### src/hw/rtl/lmvs_pkg.sv
// Package for the low-memory victim selector: sizes, codes, payload and
// control types shared by the selector modules. Depends on nothing.
`default_nettype none

package lmvs_pkg;

    // Sizing
    localparam int TABLE_ENTRIES    = 4;
    localparam int VICTIM_SLOTS     = 4;
    localparam int TICKS_PER_SECOND = 100;

    localparam int CFG_PAIRS   = 4;
    localparam int CFG_PAIR_W  = 2;
    localparam int CFG_IDX_W   = 3;
    localparam int CFG_DATA_W  = 31;
    localparam int PAIRS_USED  = (TABLE_ENTRIES < CFG_PAIRS) ? TABLE_ENTRIES : CFG_PAIRS;
    localparam int PAIR_W      = (PAIRS_USED > 1) ? $clog2(PAIRS_USED) : 1;
    localparam int CNT_W       = $clog2(VICTIM_SLOTS + 1);
    localparam int SLOT_W      = (VICTIM_SLOTS > 1) ? $clog2(VICTIM_SLOTS) : 1;
    localparam int STEP_W      = (CNT_W > PAIR_W) ? CNT_W : PAIR_W;

    // Register indexes
    localparam logic [CFG_IDX_W-1:0] CFG_FREE_THRESHOLD_0 = 3'd0;
    localparam logic [CFG_IDX_W-1:0] CFG_SCORE_LEVEL_0    = 3'd4;

    // Reset values of the threshold table
    localparam logic [30:0] THR_RESET_0 = 31'(3 * 512);
    localparam logic [30:0] THR_RESET_1 = 31'(2 * 1024);
    localparam logic [30:0] THR_RESET_2 = 31'(4 * 1024);
    localparam logic [30:0] THR_RESET_3 = 31'(16 * 1024);
    localparam logic signed [10:0] LVL_RESET_0 = 11'sd0;
    localparam logic signed [10:0] LVL_RESET_1 = 11'sd1;
    localparam logic signed [10:0] LVL_RESET_2 = 11'sd6;
    localparam logic signed [10:0] LVL_RESET_3 = 11'sd12;

    // Score level meaning no match (score maximum plus one)
    localparam logic signed [10:0] LEVEL_NONE = 11'sd1001;

    typedef enum logic [1:0] {
        KIND_BEGIN = 2'd0,
        KIND_TASK  = 2'd1,
        KIND_END   = 2'd2
    } kind_t;

    typedef enum logic [1:0] {
        RES_IDLE   = 2'd0,
        RES_VICTIM = 2'd1,
        RES_DONE   = 2'd2,
        RES_ABORT  = 2'd3
    } res_kind_t;

    typedef enum logic [2:0] {
        ST_IDLE,
        ST_DECODE,
        ST_LEVEL,
        ST_SEARCH,
        ST_INSERT,
        ST_EMIT,
        ST_DONE,
        ST_RESULT
    } state_t;

    typedef enum logic [2:0] {
        OP_THR,
        OP_KEY_GT,
        OP_SUB_SAT,
        OP_TIME,
        OP_ADD
    } alu_op_t;

    typedef struct packed {
        logic [21:0]        id;
        logic signed [10:0] score;
        logic [30:0]        size;
    } slot_t;

    typedef struct packed {
        logic             clear;
        logic             insert;
        logic [CNT_W-1:0] pos;
        slot_t            entry;
    } slot_cmd_t;

    typedef struct packed {
        alu_op_t            op;
        logic signed [32:0] a;
        logic signed [32:0] b;
        logic signed [32:0] c;
        logic signed [32:0] d;
    } alu_req_t;

    typedef struct packed {
        logic        flag;
        logic [31:0] value;
    } alu_rsp_t;

endpackage

`default_nettype wire

### src/hw/rtl/lmvs_in_if.sv
// Input channel of the victim selector: valid/ready and the item fields.
// Stands alone; no package needed.
`default_nettype none

interface lmvs_in_if;
    logic               valid;
    logic               ready;
    logic [1:0]         kind;
    logic signed [31:0] free_pages;
    logic signed [31:0] file_pages;
    logic [30:0]        lru_pages;
    logic               scan_requested;
    logic [21:0]        task_id;
    logic signed [10:0] task_score;
    logic [30:0]        task_size;
    logic               is_kernel_thread;
    logic               has_memory;
    logic               is_dying;
    logic [31:0]        now_ticks;

    modport source (
        output valid, kind, free_pages, file_pages, lru_pages, scan_requested,
               task_id, task_score, task_size, is_kernel_thread, has_memory,
               is_dying, now_ticks,
        input  ready
    );

    modport sink (
        input  valid, kind, free_pages, file_pages, lru_pages, scan_requested,
               task_id, task_score, task_size, is_kernel_thread, has_memory,
               is_dying, now_ticks,
        output ready
    );
endinterface

`default_nettype wire

### src/hw/rtl/lmvs_out_if.sv
// Result channel of the victim selector: valid/ready and the result fields.
// Stands alone; no package needed.
`default_nettype none

interface lmvs_out_if;
    logic               valid;
    logic               ready;
    logic [1:0]         result_kind;
    logic signed [10:0] chosen_level;
    logic [21:0]        victim_id;
    logic signed [10:0] victim_score;
    logic [30:0]        victim_size;
    logic signed [31:0] reclaimable;
    logic               last;

    modport source (
        output valid, result_kind, chosen_level, victim_id, victim_score,
               victim_size, reclaimable, last,
        input  ready
    );

    modport sink (
        input  valid, result_kind, chosen_level, victim_id, victim_score,
               victim_size, reclaimable, last,
        output ready
    );
endinterface

`default_nettype wire

### src/hw/rtl/lmvs_alu.sv
// Shared compare/arithmetic unit of the victim selector: threshold test,
// rank key compare, saturating subtract, wrapping time test and add.
// Depends on lmvs_pkg.
`default_nettype none

module lmvs_alu (
    input  lmvs_pkg::alu_req_t req,
    output lmvs_pkg::alu_rsp_t rsp
);
    logic signed [33:0] rhs;
    logic signed [33:0] diff;
    logic signed [33:0] sum;
    logic [31:0]        wrap_diff;

    // One subtractor (saturating subtract, time test) and one adder (add)
    assign rhs       = (req.op == lmvs_pkg::OP_SUB_SAT) ? 34'(req.d) : 34'(req.c);
    assign diff      = 34'(req.a) - rhs;
    assign sum       = 34'(req.a) + 34'(req.c);
    assign wrap_diff = diff[31:0];

    always_comb
    begin
        rsp = '0;
        case (req.op)
            lmvs_pkg::OP_THR:
            begin
                rsp.flag = (req.a < req.c) && (req.b < req.d);
            end
            lmvs_pkg::OP_KEY_GT:
            begin
                rsp.flag = (req.a > req.c) || ((req.a == req.c) && (req.b > req.d));
            end
            lmvs_pkg::OP_SUB_SAT:
            begin
                // clamp at the most negative 32-bit value
                if (diff < -34'sd2147483648)
                begin
                    rsp.value = 32'h8000_0000;
                end
                else
                begin
                    rsp.value = diff[31:0];
                end
            end
            lmvs_pkg::OP_TIME:
            begin
                // at or before in wrapping time
                rsp.value = wrap_diff;
                rsp.flag  = (wrap_diff == 32'd0) || wrap_diff[31];
            end
            lmvs_pkg::OP_ADD:
            begin
                rsp.value = sum[31:0];
            end
            default:
            begin
                rsp = '0;
            end
        endcase
    end
endmodule

`default_nettype wire

### src/hw/rtl/lmvs_slots.sv
// Victim slot store: entries kept ascending by (score, size), insert with
// shift, fill count and one indexed read port. Depends on lmvs_pkg.
`default_nettype none

module lmvs_slots (
    input  logic                          clk,
    input  logic                          rst_n,
    input  lmvs_pkg::slot_cmd_t           cmd,
    input  logic [lmvs_pkg::SLOT_W-1:0]   rd_idx,
    output lmvs_pkg::slot_t               rd_data,
    output logic [lmvs_pkg::CNT_W-1:0]    count
);
    localparam int NS = lmvs_pkg::VICTIM_SLOTS;
    localparam int CW = lmvs_pkg::CNT_W;

    lmvs_pkg::slot_t slot_reg  [NS];
    lmvs_pkg::slot_t slot_next [NS];
    logic [CW-1:0]   count_reg;
    logic [CW-1:0]   count_next;
    logic            full;

    assign full  = (count_reg == CW'(NS));
    assign count = count_reg;

    // Work out each entry's next value from its fixed neighbours
    for (genvar i = 0; i < NS; i++)
    begin : g_entry
        lmvs_pkg::slot_t up;
        lmvs_pkg::slot_t down;

        if (i < NS - 1)
        begin : g_up
            assign up = slot_reg[i + 1];
        end
        else
        begin : g_up_last
            assign up = slot_reg[i];
        end

        if (i > 0)
        begin : g_down
            assign down = slot_reg[i - 1];
        end
        else
        begin : g_down_first
            assign down = slot_reg[i];
        end

        always_comb
        begin
            slot_next[i] = slot_reg[i];
            if (cmd.insert)
            begin
                if (full)
                begin
                    // drop the smallest, shift the lower part down
                    if (CW'(i + 1) < cmd.pos)
                    begin
                        slot_next[i] = up;
                    end
                    else if (CW'(i + 1) == cmd.pos)
                    begin
                        slot_next[i] = cmd.entry;
                    end
                end
                else
                begin
                    // open a hole at pos, shift the upper part up
                    if ((CW'(i) > cmd.pos) && (CW'(i) <= count_reg))
                    begin
                        slot_next[i] = down;
                    end
                    else if (CW'(i) == cmd.pos)
                    begin
                        slot_next[i] = cmd.entry;
                    end
                end
            end
        end

        always_ff @(posedge clk)
        begin
            slot_reg[i] <= slot_next[i];
        end
    end

    // Track the fill count
    always_comb
    begin
        count_next = count_reg;
        if (cmd.clear)
        begin
            count_next = '0;
        end
        else if (cmd.insert && !full)
        begin
            count_next = count_reg + CW'(1);
        end
    end

    always_ff @(posedge clk or negedge rst_n)
    begin
        if (!rst_n)
        begin
            count_reg <= '0;
        end
        else
        begin
            count_reg <= count_next;
        end
    end

    // Indexed read
    always_comb
    begin
        rd_data = '0;
        for (int i = 0; i < NS; i++)
        begin
            if (rd_idx == lmvs_pkg::SLOT_W'(i))
            begin
                rd_data = slot_reg[i];
            end
        end
    end
endmodule

`default_nettype wire

### src/hw/rtl/low_memory_victim_selector.sv
// Top level of the low-memory victim selector: sequencer, threshold table,
// scan state and result register. Depends on lmvs_pkg, lmvs_in_if,
// lmvs_out_if, lmvs_alu and lmvs_slots.
//
//  channel   dir  handshake          carries
//  item      in   valid/ready        begin, task and end items
//  result    out  valid/ready        idle, victim, done, aborted results
//  cfg       in   cfg_we (no wait)   threshold and score level registers
//
// Begin: the threshold pairs (up to 4) are tested one at a time, and an idle
// result is handed over when no scan opens. Task: a skipped task goes back to
// idle, one that aborts the scan hands over an aborted result; a ranked task is
// compared with each kept slot it passes (the shared compare unit looks at one
// slot a cycle). End: one result a cycle while the result side takes them.
// Reset clears the scan state and loads the threshold defaults. A stalled
// result side holds the sequencer only when it has a result to hand over.
`default_nettype none

module low_memory_victim_selector (
    input  logic                                clk,
    input  logic                                rst_n,
    lmvs_in_if.sink                             item,
    lmvs_out_if.source                          result,
    input  logic                                cfg_we,
    input  logic [lmvs_pkg::CFG_IDX_W-1:0]      cfg_index,
    input  logic [lmvs_pkg::CFG_DATA_W-1:0]     cfg_data
);
    localparam int CW = lmvs_pkg::CNT_W;
    localparam int SW = lmvs_pkg::STEP_W;

    // Sequencer and scan state
    lmvs_pkg::state_t     state_reg, state_next;
    logic [SW-1:0]        idx_reg, idx_next;
    logic                 scan_active_reg, scan_active_next;
    logic signed [10:0]   active_level_reg, active_level_next;
    logic signed [31:0]   reclaim_reg, reclaim_next;
    logic [31:0]          deadline_reg, deadline_next;
    lmvs_pkg::res_kind_t  pending_reg, pending_next;

    // Configuration table
    logic [30:0]          thr_reg [lmvs_pkg::CFG_PAIRS];
    logic signed [10:0]   lvl_reg [lmvs_pkg::CFG_PAIRS];

    // Latched input item
    logic [1:0]           kind_reg;
    logic signed [31:0]   free_reg;
    logic signed [31:0]   file_reg;
    logic [30:0]          lru_reg;
    logic                 scan_req_reg;
    logic [21:0]          id_reg;
    logic signed [10:0]   score_reg;
    logic [30:0]          size_reg;
    logic                 kthread_reg;
    logic                 has_mem_reg;
    logic                 dying_reg;
    logic [31:0]          now_reg;

    // Result register
    logic                 out_valid_reg;
    lmvs_pkg::res_kind_t  out_kind_reg;
    logic signed [10:0]   out_level_reg;
    logic [21:0]          out_id_reg;
    logic signed [10:0]   out_score_reg;
    logic [30:0]          out_size_reg;
    logic signed [31:0]   out_recl_reg;
    logic                 out_last_reg;

    logic                 out_load;
    lmvs_pkg::res_kind_t  out_kind_d;
    logic [21:0]          out_id_d;
    logic signed [10:0]   out_score_d;
    logic [30:0]          out_size_d;
    logic signed [31:0]   out_recl_d;
    logic                 out_last_d;
    logic                 out_free;

    logic                         in_xfer;
    logic [lmvs_pkg::CFG_PAIR_W-1:0] pair_sel;
    logic                         last_pair;
    logic signed [10:0]           lvl_sel;
    logic                         full;

    lmvs_pkg::alu_req_t   alu_req;
    lmvs_pkg::alu_rsp_t   alu_rsp;
    lmvs_pkg::slot_cmd_t  slot_cmd;
    lmvs_pkg::slot_t      slot_rd;
    logic [CW-1:0]        slot_count;

    lmvs_alu u_alu (
        .req (alu_req),
        .rsp (alu_rsp)
    );

    lmvs_slots u_slots (
        .clk     (clk),
        .rst_n   (rst_n),
        .cmd     (slot_cmd),
        .rd_idx  (lmvs_pkg::SLOT_W'(idx_reg)),
        .rd_data (slot_rd),
        .count   (slot_count)
    );

    assign item.ready = (state_reg == lmvs_pkg::ST_IDLE);
    assign in_xfer    = item.valid && item.ready;
    assign out_free   = !out_valid_reg || result.ready;
    assign pair_sel   = lmvs_pkg::CFG_PAIR_W'(idx_reg);
    assign last_pair  = (idx_reg == SW'(lmvs_pkg::PAIRS_USED - 1));
    assign full       = (slot_count == CW'(lmvs_pkg::VICTIM_SLOTS));

    // Feed the shared unit for the current step
    always_comb
    begin
        alu_req    = '0;
        alu_req.op = lmvs_pkg::OP_ADD;
        case (state_reg)
            lmvs_pkg::ST_DECODE:
            begin
                alu_req.op = lmvs_pkg::OP_TIME;
                alu_req.a  = $signed({1'b0, now_reg});
                alu_req.c  = $signed({1'b0, deadline_reg});
            end
            lmvs_pkg::ST_LEVEL:
            begin
                alu_req.op = lmvs_pkg::OP_THR;
                alu_req.a  = 33'(free_reg);
                alu_req.b  = 33'(file_reg);
                alu_req.c  = $signed({2'b00, thr_reg[pair_sel]});
                alu_req.d  = $signed({2'b00, thr_reg[pair_sel]});
            end
            lmvs_pkg::ST_SEARCH:
            begin
                alu_req.op = lmvs_pkg::OP_KEY_GT;
                alu_req.a  = 33'(score_reg);
                alu_req.b  = $signed({2'b00, size_reg});
                alu_req.c  = 33'(slot_rd.score);
                alu_req.d  = $signed({2'b00, slot_rd.size});
            end
            lmvs_pkg::ST_EMIT:
            begin
                alu_req.op = lmvs_pkg::OP_SUB_SAT;
                alu_req.a  = 33'(reclaim_reg);
                alu_req.d  = $signed({2'b00, slot_rd.size});
            end
            lmvs_pkg::ST_DONE:
            begin
                alu_req.op = lmvs_pkg::OP_ADD;
                alu_req.a  = $signed({1'b0, now_reg});
                alu_req.c  = $signed(33'(lmvs_pkg::TICKS_PER_SECOND));
            end
            default:
            begin
                alu_req.op = lmvs_pkg::OP_ADD;
            end
        endcase
    end

    // Next state, scan updates and result loads
    always_comb
    begin
        state_next        = state_reg;
        idx_next          = idx_reg;
        scan_active_next  = scan_active_reg;
        active_level_next = active_level_reg;
        reclaim_next      = reclaim_reg;
        deadline_next     = deadline_reg;
        pending_next      = pending_reg;
        slot_cmd          = '0;
        slot_cmd.pos      = CW'(idx_reg);
        slot_cmd.entry.id    = id_reg;
        slot_cmd.entry.score = score_reg;
        slot_cmd.entry.size  = size_reg;
        lvl_sel           = lmvs_pkg::LEVEL_NONE;
        out_load          = 1'b0;
        out_kind_d        = lmvs_pkg::RES_IDLE;
        out_id_d          = '0;
        out_score_d       = '0;
        out_size_d        = '0;
        out_recl_d        = '0;
        out_last_d        = 1'b0;

        case (state_reg)
            lmvs_pkg::ST_IDLE:
            begin
                if (in_xfer)
                begin
                    state_next = lmvs_pkg::ST_DECODE;
                end
            end

            lmvs_pkg::ST_DECODE:
            begin
                state_next = lmvs_pkg::ST_IDLE;
                case (kind_reg)
                    lmvs_pkg::KIND_BEGIN:
                    begin
                        idx_next   = '0;
                        state_next = lmvs_pkg::ST_LEVEL;
                    end
                    lmvs_pkg::KIND_TASK:
                    begin
                        if (scan_active_reg && !kthread_reg && has_mem_reg)
                        begin
                            if (dying_reg)
                            begin
                                // dying task at or before the deadline: abort
                                if (alu_rsp.flag)
                                begin
                                    scan_active_next = 1'b0;
                                    slot_cmd.clear   = 1'b1;
                                    pending_next     = lmvs_pkg::RES_ABORT;
                                    state_next       = lmvs_pkg::ST_RESULT;
                                end
                            end
                            else if (!(score_reg < active_level_reg) && (size_reg != '0))
                            begin
                                idx_next   = '0;
                                state_next = lmvs_pkg::ST_SEARCH;
                            end
                        end
                    end
                    lmvs_pkg::KIND_END:
                    begin
                        if (scan_active_reg)
                        begin
                            if (slot_count == '0)
                            begin
                                state_next = lmvs_pkg::ST_DONE;
                            end
                            else
                            begin
                                idx_next   = SW'(slot_count - CW'(1));
                                state_next = lmvs_pkg::ST_EMIT;
                            end
                        end
                    end
                    default:
                    begin
                        state_next = lmvs_pkg::ST_IDLE;
                    end
                endcase
            end

            lmvs_pkg::ST_LEVEL:
            begin
                if (alu_rsp.flag || last_pair)
                begin
                    lvl_sel = alu_rsp.flag ? lvl_reg[pair_sel] : lmvs_pkg::LEVEL_NONE;
                    active_level_next = lvl_sel;
                    reclaim_next      = $signed({1'b0, lru_reg});
                    slot_cmd.clear    = 1'b1;
                    if (!scan_req_reg || (lvl_sel == lmvs_pkg::LEVEL_NONE))
                    begin
                        scan_active_next = 1'b0;
                        pending_next     = lmvs_pkg::RES_IDLE;
                        state_next       = lmvs_pkg::ST_RESULT;
                    end
                    else
                    begin
                        scan_active_next = 1'b1;
                        state_next       = lmvs_pkg::ST_IDLE;
                    end
                end
                else
                begin
                    idx_next = idx_reg + SW'(1);
                end
            end

            lmvs_pkg::ST_SEARCH:
            begin
                // advance past every kept entry the task exceeds
                if ((idx_reg < SW'(slot_count)) && alu_rsp.flag)
                begin
                    idx_next = idx_reg + SW'(1);
                end
                else
                begin
                    state_next = lmvs_pkg::ST_INSERT;
                end
            end

            lmvs_pkg::ST_INSERT:
            begin
                // drop a task no larger than everything in a full list
                if (!((idx_reg == '0) && full))
                begin
                    slot_cmd.insert = 1'b1;
                end
                state_next = lmvs_pkg::ST_IDLE;
            end

            lmvs_pkg::ST_EMIT:
            begin
                if (out_free)
                begin
                    out_load     = 1'b1;
                    out_kind_d   = lmvs_pkg::RES_VICTIM;
                    out_id_d     = slot_rd.id;
                    out_score_d  = slot_rd.score;
                    out_size_d   = slot_rd.size;
                    out_recl_d   = $signed(alu_rsp.value);
                    reclaim_next = $signed(alu_rsp.value);
                    if (idx_reg == '0)
                    begin
                        state_next = lmvs_pkg::ST_DONE;
                    end
                    else
                    begin
                        idx_next = idx_reg - SW'(1);
                    end
                end
            end

            lmvs_pkg::ST_DONE:
            begin
                if (out_free)
                begin
                    out_load   = 1'b1;
                    out_kind_d = lmvs_pkg::RES_DONE;
                    out_recl_d = reclaim_reg;
                    out_last_d = 1'b1;
                    // arm the deadline only when something was chosen
                    if (slot_count != '0)
                    begin
                        deadline_next = alu_rsp.value;
                    end
                    scan_active_next = 1'b0;
                    slot_cmd.clear   = 1'b1;
                    state_next       = lmvs_pkg::ST_IDLE;
                end
            end

            lmvs_pkg::ST_RESULT:
            begin
                if (out_free)
                begin
                    out_load   = 1'b1;
                    out_kind_d = pending_reg;
                    out_recl_d = (pending_reg == lmvs_pkg::RES_IDLE) ? reclaim_reg : 32'sd0;
                    out_last_d = 1'b1;
                    state_next = lmvs_pkg::ST_IDLE;
                end
            end

            default:
            begin
                state_next = lmvs_pkg::ST_IDLE;
            end
        endcase
    end

    // Sequencer and scan state registers
    always_ff @(posedge clk or negedge rst_n)
    begin
        if (!rst_n)
        begin
            state_reg        <= lmvs_pkg::ST_IDLE;
            idx_reg          <= '0;
            scan_active_reg  <= 1'b0;
            active_level_reg <= lmvs_pkg::LEVEL_NONE;
            reclaim_reg      <= '0;
            deadline_reg     <= '0;
            pending_reg      <= lmvs_pkg::RES_IDLE;
        end
        else
        begin
            state_reg        <= state_next;
            idx_reg          <= idx_next;
            scan_active_reg  <= scan_active_next;
            active_level_reg <= active_level_next;
            reclaim_reg      <= reclaim_next;
            deadline_reg     <= deadline_next;
            pending_reg      <= pending_next;
        end
    end

    // Configuration writes
    always_ff @(posedge clk or negedge rst_n)
    begin
        if (!rst_n)
        begin
            thr_reg[0] <= lmvs_pkg::THR_RESET_0;
            thr_reg[1] <= lmvs_pkg::THR_RESET_1;
            thr_reg[2] <= lmvs_pkg::THR_RESET_2;
            thr_reg[3] <= lmvs_pkg::THR_RESET_3;
            lvl_reg[0] <= lmvs_pkg::LVL_RESET_0;
            lvl_reg[1] <= lmvs_pkg::LVL_RESET_1;
            lvl_reg[2] <= lmvs_pkg::LVL_RESET_2;
            lvl_reg[3] <= lmvs_pkg::LVL_RESET_3;
        end
        else if (cfg_we)
        begin
            if ((cfg_index >= lmvs_pkg::CFG_FREE_THRESHOLD_0) &&
                (cfg_index < lmvs_pkg::CFG_SCORE_LEVEL_0))
            begin
                thr_reg[cfg_index[lmvs_pkg::CFG_PAIR_W-1:0]] <= cfg_data;
            end
            else
            begin
                lvl_reg[cfg_index[lmvs_pkg::CFG_PAIR_W-1:0]] <= $signed(cfg_data[10:0]);
            end
        end
    end

    // Latch the input item on transfer
    always_ff @(posedge clk)
    begin
        if (in_xfer)
        begin
            kind_reg     <= item.kind;
            free_reg     <= item.free_pages;
            file_reg     <= item.file_pages;
            lru_reg      <= item.lru_pages;
            scan_req_reg <= item.scan_requested;
            id_reg       <= item.task_id;
            score_reg    <= item.task_score;
            size_reg     <= item.task_size;
            kthread_reg  <= item.is_kernel_thread;
            has_mem_reg  <= item.has_memory;
            dying_reg    <= item.is_dying;
            now_reg      <= item.now_ticks;
        end
    end

    // Result register: hold until transfer
    always_ff @(posedge clk or negedge rst_n)
    begin
        if (!rst_n)
        begin
            out_valid_reg <= 1'b0;
        end
        else if (out_load)
        begin
            out_valid_reg <= 1'b1;
        end
        else if (result.ready)
        begin
            out_valid_reg <= 1'b0;
        end
    end

    always_ff @(posedge clk)
    begin
        if (out_load)
        begin
            out_kind_reg  <= out_kind_d;
            out_level_reg <= active_level_next;
            out_id_reg    <= out_id_d;
            out_score_reg <= out_score_d;
            out_size_reg  <= out_size_d;
            out_recl_reg  <= out_recl_d;
            out_last_reg  <= out_last_d;
        end
    end

    assign result.valid        = out_valid_reg;
    assign result.result_kind  = out_kind_reg;
    assign result.chosen_level = out_level_reg;
    assign result.victim_id    = out_id_reg;
    assign result.victim_score = out_score_reg;
    assign result.victim_size  = out_size_reg;
    assign result.reclaimable  = out_recl_reg;
    assign result.last         = out_last_reg;

    // Fill count never passes the slot total
    a_count_bound: assert property (@(posedge clk) disable iff (!rst_n)
        slot_count <= CW'(lmvs_pkg::VICTIM_SLOTS))
        else $error("slot count beyond the slot total");

    // Victims are only handed out of an open scan
    a_victim_open: assert property (@(posedge clk) disable iff (!rst_n)
        (out_load && (out_kind_d == lmvs_pkg::RES_VICTIM)) |-> scan_active_reg)
        else $error("victim emitted without an open scan");

    // One item at a time: no transfer in the cycle after a transfer
    a_one_item: assert property (@(posedge clk) disable iff (!rst_n)
        (item.valid && item.ready) |=> !item.ready)
        else $error("input ready straight after a transfer");

    // A result is loaded only when the result register can take it
    a_load_free: assert property (@(posedge clk) disable iff (!rst_n)
        out_load |-> (!out_valid_reg || result.ready))
        else $error("result register overwritten");
endmodule

`default_nettype wire
### src/flat_wrapper.sv
// flat-port wrapper written by rule: the top's interface ports become plain ports
module low_memory_victim_selector_flat 
  (clk, rst_n, cfg_we, cfg_index, cfg_data, item_valid, item_kind, item_free_pages, item_file_pages, item_lru_pages, item_scan_requested, item_task_id, item_task_score, item_task_size, item_is_kernel_thread, item_has_memory, item_is_dying, item_now_ticks, item_ready, result_valid, result_result_kind, result_chosen_level, result_victim_id, result_victim_score, result_victim_size, result_reclaimable, result_last, result_ready);
  lmvs_in_if item_i ();
  lmvs_out_if result_i ();
  input  logic clk;
  input  logic rst_n;
  input  logic cfg_we;
  input  logic [lmvs_pkg::CFG_IDX_W-1:0] cfg_index;
  input  logic [lmvs_pkg::CFG_DATA_W-1:0] cfg_data;
  input wire logic [$bits(item_i.valid)-1:0] item_valid;
  input wire logic [$bits(item_i.kind)-1:0] item_kind;
  input wire logic [$bits(item_i.free_pages)-1:0] item_free_pages;
  input wire logic [$bits(item_i.file_pages)-1:0] item_file_pages;
  input wire logic [$bits(item_i.lru_pages)-1:0] item_lru_pages;
  input wire logic [$bits(item_i.scan_requested)-1:0] item_scan_requested;
  input wire logic [$bits(item_i.task_id)-1:0] item_task_id;
  input wire logic [$bits(item_i.task_score)-1:0] item_task_score;
  input wire logic [$bits(item_i.task_size)-1:0] item_task_size;
  input wire logic [$bits(item_i.is_kernel_thread)-1:0] item_is_kernel_thread;
  input wire logic [$bits(item_i.has_memory)-1:0] item_has_memory;
  input wire logic [$bits(item_i.is_dying)-1:0] item_is_dying;
  input wire logic [$bits(item_i.now_ticks)-1:0] item_now_ticks;
  output wire logic [$bits(item_i.ready)-1:0] item_ready;
  output wire logic [$bits(result_i.valid)-1:0] result_valid;
  output wire logic [$bits(result_i.result_kind)-1:0] result_result_kind;
  output wire logic [$bits(result_i.chosen_level)-1:0] result_chosen_level;
  output wire logic [$bits(result_i.victim_id)-1:0] result_victim_id;
  output wire logic [$bits(result_i.victim_score)-1:0] result_victim_score;
  output wire logic [$bits(result_i.victim_size)-1:0] result_victim_size;
  output wire logic [$bits(result_i.reclaimable)-1:0] result_reclaimable;
  output wire logic [$bits(result_i.last)-1:0] result_last;
  input wire logic [$bits(result_i.ready)-1:0] result_ready;
  assign item_i.valid = item_valid;
  assign item_i.kind = item_kind;
  assign item_i.free_pages = item_free_pages;
  assign item_i.file_pages = item_file_pages;
  assign item_i.lru_pages = item_lru_pages;
  assign item_i.scan_requested = item_scan_requested;
  assign item_i.task_id = item_task_id;
  assign item_i.task_score = item_task_score;
  assign item_i.task_size = item_task_size;
  assign item_i.is_kernel_thread = item_is_kernel_thread;
  assign item_i.has_memory = item_has_memory;
  assign item_i.is_dying = item_is_dying;
  assign item_i.now_ticks = item_now_ticks;
  assign item_ready = item_i.ready;
  assign result_valid = result_i.valid;
  assign result_result_kind = result_i.result_kind;
  assign result_chosen_level = result_i.chosen_level;
  assign result_victim_id = result_i.victim_id;
  assign result_victim_score = result_i.victim_score;
  assign result_victim_size = result_i.victim_size;
  assign result_reclaimable = result_i.reclaimable;
  assign result_last = result_i.last;
  assign result_i.ready = result_ready;
  low_memory_victim_selector u_core (.clk(clk), .rst_n(rst_n), .item(item_i), .result(result_i), .cfg_we(cfg_we), .cfg_index(cfg_index), .cfg_data(cfg_data));
endmodule
### config.mk
export PLATFORM = sky130hd
export DESIGN_NAME = low_memory_victim_selector_flat
export DESIGN_NICKNAME = d
export VERILOG_FILES = /design/src/hw/rtl/lmvs_pkg.sv /design/src/hw/rtl/lmvs_in_if.sv /design/src/hw/rtl/lmvs_out_if.sv /design/src/hw/rtl/lmvs_alu.sv /design/src/hw/rtl/lmvs_slots.sv /design/src/hw/rtl/low_memory_victim_selector.sv /design/src/flat_wrapper.sv
export SDC_FILE = /design/constraint.sdc
export NUM_CORES = 2
export LEC_CHECK = 0
export ABC_AREA = 0
export BUFFER_PORTS_ARGS = -buffer_cell sky130_fd_sc_hd__buf_2
export CAP_MARGIN = 20
export CORE_MARGIN = 5
export CORE_UTILIZATION = 50
export CTS_BUF_LIST = sky130_fd_sc_hd__clkbuf_2 sky130_fd_sc_hd__clkbuf_4 sky130_fd_sc_hd__clkbuf_8
export CTS_CLUSTER_SIZE = 20
export DETAILED_ROUTE_END_ITERATION = 12
export GPL_TIMING_DRIVEN = 0
export PLACE_DENSITY = 0.68
export SLEW_MARGIN = 20
export SYNTH_ARGS = -nofsm -noshare
export SYNTH_HDL_FRONTEND = slang
export SYNTH_HIERARCHICAL = 1
export SYNTH_SLANG_ARGS = --single-unit
### constraint.sdc
create_clock -name clk -period 19.9 [get_ports clk]
set_clock_uncertainty 0.05 [all_clocks]
set_input_delay 2.985 -clock clk [delete_from_list [all_inputs] [get_ports clk]]
set_output_delay 2.985 -clock clk [all_outputs]
set_load 0.05 [all_outputs]
==> results.md <==
* Top Ports at around 350
* Worst VDD drop at between 0.0001 and 0.00015 V
* Die area at 92500 um^2
* Fin. Hold Viols at 0
* Commonest non-fill, non-tap cells in the layout: edfxtp_1, buf_2, mux2_2, dfrtp_1, nand2_1
* Switching part of the total power at 42.4%
* R2R Path Start: u_core/idx_reg[1]
* Max reg flops at 256
* Fin crit share at 47.2%
* Clock power frac at just under 20%
* Final min period at approximately 9.4 ns
* Startpoint Class: register
* Worst path bufs/invs at 8
* Largest delay share family, worst path: buffers and inverters
* Synth cell types at 99
* Async S/R FF share, synth at 31.2%
* Worst skew pair latency at 0.83 ns
* Max-Cap Viols at 0
* Worst-margin pin slew at between 1 and 1.5 ns
* Post-synth EDFFs at 563
* Initial DRC Count at 3503
* Filler cell count at 6978
* Clock sink count at ~800
* Hold Crit Depth at 1
* Clock Root Buffer: clkbuf_8
* Logic gate share of total power at 49.4%
* GR Layer Usage met1 at 40.0%
* Largest net degree at the start of global routing at 100
* CTS tree: done
* Hpwl dp at 99.0 mm
* Synth area leader: edfxtp_1
* H-tree Lvls at 4
* Pre-Repair DR Iteration Count at 6
* HP Start: u_core/deadline_reg[13]
* Unrepaired setup endpoints after global routing: no
* GP Congestion at 0.972
* Row count at 107
* Outcome: complete, no violations
* Post-route DRC at 0
* Wire per inst at 26.6 um
* Layout Nets at 4204
* Met2 Resource Use GR at between 40% and 50%
* CP Class: reg2reg
* Area growth, synth to finish at 15.8%
* Stages on worst setup path at 25
* Setup bufs post-CTS at 0
* M3 GR Usage at 5.57%
* Share of the synthesized area in the top cell type at 39.1%
* Post-route ant nets at 0
* Via count at 31400
* GR Util All Layers at 28.5%
* Mapped Avg Cell Area at 13.1 um^2
* Crit Reg-Reg Endpoint: u_core/reclaim_reg[19]
* WHS at 0.442 ns
* Reg2Reg Depth at 25
* Longest Clk Path Bufs at 3
* Share of cells above drive strength 1 at 29.9%
* Final setup vio count at 0
* Hold Buf Count CTS at 0
* PortBufs at 347
* WP data required at a little over 20 ns
* Initial Util at 50.6%
* Worst path most repeated cell: clkbuf_1
* Die height at 304 um
* Total negative slack at 0 ns
* Int Power at 0.00467 W
* Synth Flop Type: edfxtp_1
* Switching power at roughly 0.0034 W
* Crit-path max FO at 11
* Main area contributors after synthesis: edfxtp_1, dfrtp_1, mux2_2, mux4_2, ha_1
* Vias in the first global route at between 30000 and 40000
* Slew Limit Headroom at 22.7%
* Post-CTS sizing at 0
* Final Routed Wirelength at around 140 mm
* R2r setup slk at 10.50 ns
* Slowest stage delay, CP at 0.88 ns
* Power density over the cells at 162 nW/um^2
* Core footprint at 85500 um^2
* Total power at 0.00810 W
* Cell Area, Synth at around 43000 um^2
* Overflow after GRT at 0
* Final core utilization at 58.5%
* Flop pwr share at 30.9%
* Global-route wire length before repair at 201 mm
* Synth warn at 6
* Worst EP arrival at 10.00 ns
* Fmax at roughly 110 MHz
* Synth Instances at 3298
* Commonest non-fill, non-tap cell in the layout: edfxtp_1
* Worst path slowest cell: nor4_1
* CTS buffer count at 141
* Synthesized flop and latch total at 818
* Die W at 304 um
* Worst Setup End Kind: register
* Seq/Total Area, Yosys at 53.9%
* Pleak at between 15 and 20 nW
* Initial antenna violation count at 5
* Grt peak-use layer: met2
* Vias per cell at approximately 6
* Worst Hold Path EP: u_core/deadline_reg[13]
* Classification of the worst-slack hold path: reg2reg
* CTS clk-pin slew, worst paths at 0.06 ns
* Final count of pins violating max slew at 0
worst reg2reg max path, cell delays in order (launching register included):
cell and delay, ns:
dfrtp_1 0.48, clkbuf_1 0.63, clkbuf_1 0.60, mux4_2 0.45, and3_1 0.25, clkbuf_1 0.37, clkbuf_1 0.71, a21oi_1 0.09
nand2_1 0.15, inv_1 0.06, ha_1 0.42, nand4_1 0.21, nor4_1 0.88, o211ai_1 0.37, a31o_1 0.35, o32a_1 0.34
o31ai_1 0.36, a41o_1 0.28, clkbuf_1 0.43, a31oi_1 0.21, nor2_1 0.54, nor2_2 0.23, buf_8 0.24, clkbuf_1 0.30
nand2_1 0.17, o21ai_0 0.10
Yosys cell counts, types with 9 or more instances:
library cell and count:
a211oi_1 11, a21o_1 22, a21oi_1 145, a221o_1 66
a221oi_1 18, a22o_1 44, a22oi_1 32, a31oi_1 10
and2_1 137, buf_1 16, buf_2 63, buf_4 9
buf_6 12, clkbuf_1 107, dfrtp_1 238, dfstp_2 17
edfxtp_1 563, ha_1 148, inv_1 127, mux2_1 25
mux2_2 314, mux2i_1 102, mux4_1 10, mux4_2 96
nand2_1 209, nand2b_1 18, nand3_1 36, nand4_1 29
nor2_1 133, nor2b_1 26, nor3_1 25, nor4_1 14
o211ai_1 9, o21a_1 15, o21ai_0 91, o21bai_1 14
o221a_1 60, o22ai_1 12, o22ai_2 21, o31ai_1 9
or3_1 66, xnor2_1 41, xor2_1 16
worst max-delay path by stage:
stage                                 start                       endpoint
after global placement         result_ready  u_core/result.victim_size[19]
after detailed placement  u_core/idx_reg[1]         u_core/reclaim_reg[19]
final                     u_core/idx_reg[1]         u_core/reclaim_reg[19]
after floorplan                result_ready  u_core/result.chosen_level[0]
after global routing      u_core/idx_reg[0]         u_core/reclaim_reg[12]
after CTS                 u_core/idx_reg[0]         u_core/reclaim_reg[19]
per-layer routing:
metal / vias to the layer above / part of all wire (%)
met1: 15700 / 41
li1: 13800 / -
met3: 285 / 8.6
met2: 1671 / 46
met5: - / 0
met4: 0 / 4.2
through the flow:
step | instances | area, um^2 | setup slack [ns]
floorplan | 3301 | 43300 | 11.45
global placement | 4792 | 46400 | 7.57
detailed placement | 4818 | 47100 | 10.88
CTS | 5072 | 50000 | 10.78
global route | 5076 | 50100 | 10.23
finish | 5077 | 50100 | 10.50
final cells by class:
type / instances / area, um^2 / share of cell area [%]
flip-flops and latches: 818 / 23300 / 46.6
multi-input cells: 2146 / 18500 / 37.0
well taps: 1144 / 1430 / 2.86
plain buffers: 207 / 980 / 1.96
inverters: 130 / 514 / 1.03
repair buffers: 373 / 2360 / 4.71
clock inverters: 49 / 434 / 0.867
diodes: 5 / 12.5 / 0.0250
clock buffers: 205 / 2510 / 5.01
power by group through the flow:
stage | combinational (W) | clock [W] | sequential [W]
CTS | 0.00392 | 0.00163 | 0.00249
global placement | 0.00382 | 0 | 0.00257
global route | 0.00425 | 0.00172 | 0.00252
detailed placement | 0.00391 | 0 | 0.00252
floorplan | 0.00265 | 0 | 0.00255
finish | 0.00401 | 0.00160 | 0.00250
logic make-up after synthesis:
kind of cell / Yosys count / share of synthesized area [%]
DFF: 818 / 53.9
and+or+nand+nor: 735 / 8.67
AOI/OAI and AO/OA: 652 / 11.6
muxes: 547 / 16.8
buffers and inverters: 337 / 3.45
adders and majority gates: 151 / 4.42
xor gates and xnor gates: 57 / 1.15
other: 1 / 0.00867
(Power assumes the default switching activity.)
